$ cat src/design/spmf_pkg.sv
// Shared types, constants and helpers of the spectrum peak magnitude finder.
`default_nettype none
package spmf_pkg;

  localparam int unsigned BINS_PER_FRAME = 256;
  localparam int unsigned MAG_W          = 15;
  localparam int unsigned POS_W          = 8;
  localparam int unsigned BIN_W          = 10;
  localparam int unsigned SQRT_STEPS     = 31;
  localparam int unsigned STEP_W         = 5;
  localparam int unsigned MAG_SHIFT      = 14;
  localparam logic [MAG_W-1:0] MAG_MAX   = 15'h7FFF;
  localparam logic [BIN_W-1:0] NO_BIN    = 10'd512;

  typedef struct packed {
    logic             done;
    logic [MAG_W-1:0] mag;
  } mag_res_t;

  function automatic logic [15:0] abs16(input logic signed [15:0] v);
    logic [15:0] r;
    r = v[15] ? 16'(~v + 16'sd1) : 16'(v);
    return r;
  endfunction

endpackage
`default_nettype wire

$ cat src/design/spmf_mag.sv
// Iterative magnitude unit: shared squarer, then a 31-step two-bit restoring square root.
`default_nettype none
module spmf_mag
  import spmf_pkg::*;
(
  input  wire logic               clk,
  input  wire logic               rst_n,
  input  wire logic               start,
  input  wire logic signed [15:0] re,
  input  wire logic signed [15:0] im,
  output mag_res_t                res
);

  typedef enum logic [2:0] {
    M_IDLE = 3'b001,
    M_SQ   = 3'b010,
    M_ROOT = 3'b100
  } mag_state_t;

  mag_state_t        state_r, state_nxt;
  logic [STEP_W-1:0] cnt_r;
  logic [15:0]       im_abs_r;
  logic [31:0]       acc_r;
  logic [31:0]       rem_hi_r;
  logic [31:0]       rem_lo_r;
  logic [31:0]       root_r;
  logic              done_r;
  logic [MAG_W-1:0]  mag_r;

  logic [15:0] mul_op;
  logic [31:0] mul_p;
  logic [31:0] hi_s, lo_s, root_s, trial, hi_n, root_n, shr;
  logic        ge, last_step;

  assign mul_op = (state_r == M_IDLE) ? abs16(re) : im_abs_r;
  assign mul_p  = 32'(mul_op) * 32'(mul_op);

  assign hi_s      = {rem_hi_r[29:0], rem_lo_r[31:30]};
  assign lo_s      = {rem_lo_r[29:0], 2'b00};
  assign root_s    = {root_r[30:0], 1'b0};
  assign trial     = {root_s[30:0], 1'b1};
  assign ge        = hi_s >= trial;
  assign hi_n      = ge ? (hi_s - trial) : hi_s;
  assign root_n    = {root_s[31:1], ge};
  assign shr       = root_n >> MAG_SHIFT;
  assign last_step = (cnt_r == STEP_W'(SQRT_STEPS - 1));

  always_comb begin
    state_nxt = state_r;
    unique case (state_r)
      M_IDLE: if (start) state_nxt = M_SQ;
      M_SQ:   state_nxt = M_ROOT;
      M_ROOT: if (last_step) state_nxt = M_IDLE;
      default: state_nxt = M_IDLE;
    endcase
  end

  always_ff @(posedge clk) begin
    if (!rst_n) begin
      state_r <= M_IDLE;
      done_r  <= 1'b0;
    end else begin
      state_r <= state_nxt;
      done_r  <= (state_r == M_ROOT) && last_step;
    end
  end

  always_ff @(posedge clk) begin
    unique case (state_r)
      M_IDLE: begin
        acc_r    <= mul_p;
        im_abs_r <= abs16(im);
      end
      M_SQ: begin
        rem_lo_r <= acc_r + mul_p;
        rem_hi_r <= '0;
        root_r   <= '0;
        cnt_r    <= '0;
      end
      M_ROOT: begin
        rem_hi_r <= hi_n;
        rem_lo_r <= lo_s;
        root_r   <= root_n;
        cnt_r    <= cnt_r + STEP_W'(1);
        if (last_step) begin
          mag_r <= (shr > 32'(MAG_MAX)) ? MAG_MAX : shr[MAG_W-1:0];
        end
      end
      default: begin
        cnt_r <= '0;
      end
    endcase
  end

  assign res.done = done_r;
  assign res.mag  = mag_r;

endmodule
`default_nettype wire

$ cat src/design/spectrum_peak_magnitude_finder.sv
// Spectrum peak magnitude finder top level: request sequencer, peak tracker, output register.
//
// The input channel takes one complex bin per request: in_tdata carries the
// real part in bits 15:0 and the imaginary part in bits 31:16, and in_tlast
// marks the final bin of a frame. The result channel returns one result per
// bin with its saturated magnitude, its position in the frame, and the peak
// magnitude and peak bin so far; out_tlast is set on the frame's final result.
// A bin is accepted only while the block is idle. The shared multiplier
// squares the real part as the bin is accepted and the imaginary part in
// the next state; the root unit then takes one two-bit step per cycle. The
// next bin can be taken once the result enters the output register.
// The output register lets the block take the next bin while a result waits.
// If the receiver stalls, the finished magnitude is held until the output
// register frees, and in_tready stays low meanwhile.
// Reset clears the peak to zero, the peak bin to 512 (no bin found), the bin
// position to zero, and drops out_tvalid.
`default_nettype none
module spectrum_peak_magnitude_finder
  import spmf_pkg::*;
(
  input  wire logic        clk,
  input  wire logic        rst_n,
  input  wire logic        in_tvalid,
  output logic             in_tready,
  input  wire logic [31:0] in_tdata,   // real_part[15:0], imag_part[31:16]
  input  wire logic        in_tlast,
  output logic             out_tvalid,
  input  wire logic        out_tready,
  output logic [47:0]      out_tdata,  // bin_magnitude[14:0], bin_number[22:15],
                                       // peak_magnitude[37:23], peak_bin[47:38]
  output logic             out_tlast
);

  typedef enum logic [2:0] {
    T_IDLE = 3'b001,
    T_BUSY = 3'b010,
    T_HOLD = 3'b100
  } top_state_t;

  top_state_t       state_r, state_nxt;
  logic             last_r;
  logic [MAG_W-1:0] best_r;
  logic [BIN_W-1:0] best_bin_r;
  logic [POS_W-1:0] pos_r;
  logic             out_valid_r;
  logic [47:0]      out_data_r;
  logic             out_last_r;

  mag_res_t         res;
  logic             accept, slot_free, commit, gt;
  logic [MAG_W-1:0] peak_mag;
  logic [BIN_W-1:0] peak_bin, pos_inc;

  assign in_tready = (state_r == T_IDLE);
  assign accept    = in_tvalid && in_tready;
  assign slot_free = !out_valid_r || out_tready;
  assign commit    = slot_free && (((state_r == T_BUSY) && res.done) || (state_r == T_HOLD));

  spmf_mag u_mag (
    .clk   (clk),
    .rst_n (rst_n),
    .start (accept),
    .re    (in_tdata[15:0]),
    .im    (in_tdata[31:16]),
    .res   (res)
  );

  assign gt       = res.mag > best_r;
  assign peak_mag = gt ? res.mag : best_r;
  assign peak_bin = gt ? BIN_W'(pos_r) : best_bin_r;
  assign pos_inc  = BIN_W'(pos_r) + BIN_W'(1);

  always_comb begin
    state_nxt = state_r;
    unique case (state_r)
      T_IDLE: if (accept) state_nxt = T_BUSY;
      T_BUSY: begin
        if (res.done) state_nxt = commit ? T_IDLE : T_HOLD;
      end
      T_HOLD: if (commit) state_nxt = T_IDLE;
      default: state_nxt = T_IDLE;
    endcase
  end

  always_ff @(posedge clk) begin
    if (!rst_n) begin
      state_r     <= T_IDLE;
      best_r      <= '0;
      best_bin_r  <= NO_BIN;
      pos_r       <= '0;
      out_valid_r <= 1'b0;
    end else begin
      state_r <= state_nxt;
      if (commit) begin
        out_valid_r <= 1'b1;
      end else if (out_tready) begin
        out_valid_r <= 1'b0;
      end
      if (commit) begin
        if (last_r) begin
          best_r     <= '0;
          best_bin_r <= NO_BIN;
          pos_r      <= '0;
        end else begin
          best_r     <= peak_mag;
          best_bin_r <= peak_bin;
          pos_r      <= (pos_inc >= BIN_W'(BINS_PER_FRAME)) ? '0 : pos_inc[POS_W-1:0];
        end
      end
    end
  end

  always_ff @(posedge clk) begin
    if (accept) begin
      last_r <= in_tlast;
    end
    if (commit) begin
      out_data_r <= {peak_bin, peak_mag, pos_r, res.mag};
      out_last_r <= last_r;
    end
  end

  assign out_tvalid = out_valid_r;
  assign out_tdata  = out_data_r;
  assign out_tlast  = out_last_r;

endmodule
`default_nettype wire

$ cat config.mk
export PLATFORM = sky130hd
export DESIGN_NAME = spectrum_peak_magnitude_finder
export DESIGN_NICKNAME = d
export VERILOG_FILES = /design/src/design/spmf_pkg.sv /design/src/design/spmf_mag.sv /design/src/design/spectrum_peak_magnitude_finder.sv
export SDC_FILE = /design/constraint.sdc
export NUM_CORES = 1
export LEC_CHECK = 0
export BUFFER_PORTS_ARGS = -buffer_cell sky130_fd_sc_hd__buf_2
export CORE_MARGIN = 2
export CORE_UTILIZATION = 60
export CTS_BUF_LIST = sky130_fd_sc_hd__clkbuf_16
export DETAILED_ROUTE_END_ITERATION = 8
export PLACE_DENSITY = 0.87
export SYNTH_ARGS = -nofsm -noshare
export SYNTH_HDL_FRONTEND = slang
export SYNTH_SLANG_ARGS = --single-unit
$ cat constraint.sdc
create_clock -name clk -period 14.1 [get_ports clk]
set_clock_uncertainty 0.15 [all_clocks]
set_input_delay 0.705 -clock clk [delete_from_list [all_inputs] [get_ports clk]]
set_output_delay 0.705 -clock clk [all_outputs]
set_load 0.02 [all_outputs]
# Yosys cells after proc, flatten, opt, wreduce, memory -nomap -nowiden
# Index checks and enable logic that the tools add are counted.
[word_totals]
wordCells = 78
reg_bits = 252
in_bits = 37
out_inout_bits = 51
[op_classes]
magnitude_cmp = 4
add_sub_neg = 6
n_bitwise = 2
n_eq_ne = 12
mux = 23
n_reduce_logical = 12
multipliers = 1
[op_table]
columns = ["operator", "n"]
rows = [
  ["one-hot mux 32 bit (2 select lines)", 1],
  ["one-hot mux 31 bit (2 select lines)", 1],
  ["one-hot mux 30 bit (2 select lines)", 1],
  ["2-to-1 mux 15 bit", 3],
  ["adder 16 x 2 -> 16 bit (second input constant)", 2],
  ["adder 32 bit", 1],
  ["greater-or-equal comparator 32 bit", 1],
  ["multiplier 16 x 16 -> 32 bit", 1],
  ["2-to-1 mux 16 bit", 2],
  ["NOT 16 bit", 2],
  ["2-to-1 mux 30 bit", 1],
  ["subtractor 30 bit", 1],
  ["2-to-1 mux 10 bit", 2],
  ["> comparator 18 x 15 -> 1 bit (second input constant)", 1],
  ["one-hot mux 3 bit (3 select lines)", 2],
  ["2-to-1 mux 8 bit", 2],
  ["> comparator 15 bit", 1],
  ["2-to-1 mux 3 bit", 5],
  ["one-hot mux 5 bit (2 select lines)", 1],
  ["adder 8 x 1 -> 9 bit (second input constant)", 1],
  ["greater-or-equal comparator 9 bit (second input constant)", 1],
  ["equality test 3 x 1 -> 1 bit (second input constant)", 2],
  ["equality test 3 x 2 -> 1 bit (second input constant)", 2],
  ["equality test 3 bit (second input constant)", 2],
  ["other kinds (11)", 21],
]

# Depth between registers and ports, before layout
[logic_depth]
word_depth = 7
ltp_mapped = 44

# By module
# From an unflattened synthesis, not the netlist that was laid out.
[unflattened]
cells_unflattened = 2136
hier_area_um2 = 20951.3
[by_module_without_submodules]
columns = ["module", "seq_area_each_um2", "instances", "area_each_um2", "cells_per_inst"]
rows = [
  ["spmf_mag", 4884.7, 1, 17088.9, 1818],
  ["spectrum_peak_magnitude_finder", 2242.2, 1, 3862.5, 318],
]

# Worst setup path after synthesis
# OpenSTA, ideal clock, no wires.
[synth_path]
kind = "register to register"
startpoint = "register u_mag.state_r[1]"
endpoint = "register u_mag.rem_lo_r[31] (data pin)"
t_required_ns = 13.694
arrival_time_ns = 10.594
stages_incl_launch_ff = 41
period_less_slack_ns = 11.000
setup_ns = 0.256
path_slack_ns = 3.100
path_buffers = 4
path_cell_list = "dfxtp_1 -> nor2_1 -> and2_1 -> clkbuf_1 -> buf_1 -> clkbuf_1 -> nor2_1 -> a21oi_1 -> clkbuf_1 -> nand2_1 -> fa_1 -> fa_1 -> inv_1 -> ha_1 -> fa_1 -> inv_1 -> fa_1 -> fa_1 -> (+5 left out) -> o21ai_0 -> nand2b_1 -> a21o_1 -> a21oi_1 -> o21bai_1 -> a21oi_1 -> xnor2_1 -> ha_1 -> and4_1 -> and2_1 -> o41ai_1 -> a311oi_1 -> a221o_1 -> a211oi_1 -> o21bai_1 -> xnor2_1 -> a211o_1 -> o211a_1"
[synth_via]
elab_chain_cells = 5
word_cells_on_any_way = 7
classes_between = "1 x add/sub; 1 x mul; 3 x eq/ne; 2 x mux"
[synth_lines]
columns = ["item", "line_no", "source"]
rows = [
  ["from (decl)", "spmf_mag.sv:20", "mag_state_t state_r, state_nxt;"],
  ["from (signal assigned)", "spmf_mag.sv:63", "state_r <= state_nxt;"],
  ["equality test 3 x 1 -> 1 bit", "spmf_mag.sv:35", "assign mul_op = (state_r == M_IDLE) ? abs16(re) : im_abs_r;"],
  ["2-to-1 mux 16 bit", "spmf_mag.sv:35", ""],
  ["multiplier 16 x 16 -> 32 bit", "spmf_mag.sv:36", "assign mul_p = 32'(mul_op) * 32'(mul_op);"],
  ["net u_mag.mul_p[17]", "spmf_mag.sv:31", "logic [31:0] mul_p;"],
  ["adder 32 bit", "spmf_mag.sv:75", "rem_lo_r <= acc_r + mul_p;"],
  ["one-hot mux 32 bit (2 select lines)", "spmf_mag.sv:69", "unique case (state_r)"],
  ["to (signal assigned)", "spmf_mag.sv:75", ""],
  ["to (signal assigned)", "spmf_mag.sv:82", "rem_lo_r <= lo_s;"],
  ["to (decl)", "spmf_mag.sv:25", "logic [31:0] rem_lo_r;"],
]
# The timed path passes the listed nets, and every way through them passes these cells.
# A chain may end at the register's enable or synchronous reset.

# Worst setup path in the final report
[layout_path]
startpoint = "input port in_tdata[0]"
endpoint = "register u_mag.rem_lo_r[30] (data pin)"
[layout_via]
elab_chain_cells = 7
[layout_lines]
columns = ["item", "line_no", "source"]
rows = [
  ["from (decl)", "spectrum_peak_magnitude_finder.sv:25", "input wire logic [31:0] in_tdata,"],
  ["NOT 16 bit", "spmf_pkg.sv:22", "r = v[15] ? 16'(~v + 16'sd1) : 16'(v);"],
  ["adder 16 x 2 -> 16 bit", "spmf_pkg.sv:22", ""],
  ["2-to-1 mux 16 bit (*)", "spmf_pkg.sv:22", ""],
  ["2-to-1 mux 16 bit (*)", "spmf_mag.sv:35", ""],
  ["multiplier 16 x 16 -> 32 bit (*)", "spmf_mag.sv:36", ""],
  ["net u_mag.mul_p[18]", "spmf_mag.sv:31", ""],
  ["adder 32 bit (*)", "spmf_mag.sv:75", ""],
  ["one-hot mux 32 bit (2 select lines) (*)", "spmf_mag.sv:69", ""],
]
# The timed path passes the listed nets; every way through them passes the cells marked *.

==> summary.txt <==
status - finished clean
total negative slack - 0 ns
clock-pin slew on the worst setup and hold paths - 0.06 ns
Area growth syn-to-layout - 9.13%
core area - 32,700 µm²
Setup crit end kind - flip-flop
worst slew pin tran - 1.17 ns
Initial Utilization - 0.611
startpoint types - input port
crit path DAT - 11.24 ns
Tot GR Track Use - 0.240
I/O Pins - 88
Final #Nets - 2,445
GPL Wtd Cong - 0.988
WL final - 41.3 mm
Synth Cell Area - 20,000 µm²
Worst Path Required - 14.25 ns
CTS tree - built
Residual DRC - 0
share of cells above drive strength 1 - 0.0853
Rows - 66
YS warnings - 0
total gr overflow - 0
critical path startpoint - in_tdata[0]
WL/cell - 16.3 µm
vias in the first global route - 15.0k
post_cts resized - 0
WP buf/inv - 6
1st-pass router iterations - 5
placed insts - 2,477
Via Count - 14.4k
Max Fclk - 90.1 MHz
clock latency on the worst-skew pair - 0.57 ns
diode count - 0
setup repair after global routing missed its margin - no
Mapped Avg Cell Area - 10.1 µm²
post-route insts no fill - 2,529
cts bufs inserted - 28
min-delay src - in_tlast
wire length of the first global-routing pass - 69.5 mm
fillcell total - 2,434
die height - 187 µm
Reg-to-Reg Start - u_mag.state_r[0]
Worst path most repeated cell - fa_1
Final period util - 0.787
Reg area - 7130 µm²
Period minus WS final - 11.09 ns
Top delay family on crit path - adder cells
sequential share of the synthesized area - 0.356
post-synthesis register bit count - 251
Post-synth EDFFs - 210
syn_nets - 2,360
initial antenna violation count - 0
Post-CTS Hold Fix Bufs - 0
TritonCTS Sinks - 251
CTS H-Tree Depth - 1
crit path kind - in -> reg
largest net degree at the start of global routing - 67
Critical Path Max Stage Delay - 0.74 ns
Primary FF master, synth - edfxtp_1
clk buf depth - 3
Hold Path Class - in -> reg
drt via density - 5.70
synth unique cells - 67
port bufs - 87
Synth Instances - 1,980
DR iter-0 viols - 957
die area - 34,800 µm²
max cap viols - 0
Slew HR - 0.219
Die W - 187 µm
area occupied by multi-input gates - 11,500 µm²
async set-or-reset flop fraction in the synthesized netlist - 0
Clock Tree Root - clkbuf_16
Slew Viols, Final - 0
post-CTS setup buffer count - 0
Slowest cell on crit path - mux2i_1
Crit Path Max Fanout - 10
final hold vios - 0
DP Wirelength - 32.0 mm
Final setup viols - 0
Antenna Violating Nets Remaining - 0
==> synth_stat cells (18+ instances only) <==
master	number	area share
clkbuf_1	43	0.0081
a22o_1	24	0.011
dfxtp_1	41	0.041
edfxtp_1	210	0.32
xor2_1	43	0.019
ha_1	180	0.11
nor2_1	206	0.039
nand2b_1	21	0.0066
xnor2_1	73	0.032
a21o_1	49	0.018
and2_1	18	0.0056
a21oi_1	98	0.025
o21ai_0	70	0.018
inv_1	312	0.059
nand2_1	165	0.031
mux2i_1	24	0.012
nand3_1	23	0.0058
fa_1	163	0.16
==> sequential cells by signal, indices dropped and copies added (netlist names) <==
name            cells
pos_r               8
out_tlast           1
u_mag.rem_lo_r     32
u_mag.root_r       31
state_r             3
u_mag.rem_hi_r     30
u_mag.done_r        1
u_mag.cnt_r         5
last_r              1
best_r             15
out_tdata          48
best_bin_r         10
out_tvalid          1
u_mag.mag_r        15
u_mag.im_abs_r     16
u_mag.acc_r        31
u_mag.state_r       3
==> layout by cell type (no fill, tap or decap), types with 7 or more instances in the layout <==
cell type / synthesis / final
dfxtp_1: 41 / 41
mux2_2: 9 / 9
a21o_1: 49 / 49
or3_1: 11 / 11
o21bai_1: 14 / 14
edfxtp_1: 210 / 210
xnor2_1: 73 / 73
nand3_1: 23 / 23
nand4_1: 11 / 11
buf_4: 0 / 15
nand2b_1: 21 / 21
a22o_1: 24 / 24
clkbuf_16: 0 / 29
o21a_1: 16 / 16
and3_1: 12 / 12
and2_1: 18 / 17
clkinv_2: 0 / 7
o21ai_0: 70 / 70
nand2_1: 165 / 165
ha_1: 180 / 180
nor3_1: 17 / 17
xor2_1: 43 / 43
mux2i_1: 24 / 24
inv_1: 312 / 316
buf_2: 1 / 87
fa_1: 163 / 163
clkinv_1: 7 / 11
o31ai_1: 17 / 17
nor2_1: 206 / 205
nor2b_1: 15 / 15
a21oi_1: 98 / 97
==> area by class of cell <==
type                    count  share of cell area
inverters                 319              0.0549
repair buffers            102              0.0251
well taps                 442              0.0253
clock buffers              29              0.0333
clock inverters            23             0.00700
multi-input cells        1363               0.528
flip-flops and latches    251               0.327
==> through the flow <==
stage	worst slack, ns	hold slack, ns	cell area [µm²]	utilization
6_report	3.01	0.193	21800	0.667
3_5_place_dp	2.56	0.294	20900	0.640
5_1_grt	2.46	0.185	21800	0.667
2_1_floorplan	3.10	0.268	20000	-
4_1_cts	3.18	0.171	21800	0.667
3_3_place_gp	2.99	0.280	20900	0.640
==> cells by family after synthesis <==
logic type      Yosys count  synth area share
fa+ha+maj               343             0.276
mux                      33            0.0171
xor+xnor                116            0.0508
compound gates          345             0.113
buf+inv                 366            0.0688
flops                   251             0.356
simple gates            526             0.118
==> routing by layer <==
layer  up-vias  track usage  routed length [µm]
li1       6816            -                   -
met1      6973        0.281               16300
met2       508        0.447               21100
met3       129       0.0308                2170
met4         0       0.0900                1650
met5         -            0                   0
==> worst register-to-register path: cells and delay by family, from the launching register on <==
family          cells  cell delay (ns)
simple gates        7             1.87
flops               1             0.45
compound gates     14             3.78
buf+inv             5             0.62
xor+xnor            2             0.37
fa+ha+maj           8             3.41
==> path summary, 6_finish.rpt <==
path | endpoint | slack (ns) | depth (start not counted)
worst max register to register | u_mag.rem_lo_r[30] | 3.19 | 36
worst min-delay path | last_r | 0.19 | 1
worst max-delay path | u_mag.rem_lo_r[30] | 3.01 | 34
worst min register to register | best_bin_r[9] | 0.31 | 1
Power is left out: the tool's default activity adds up to more than one toggle a clock period on the data nets, which glitch-free logic cannot reach.
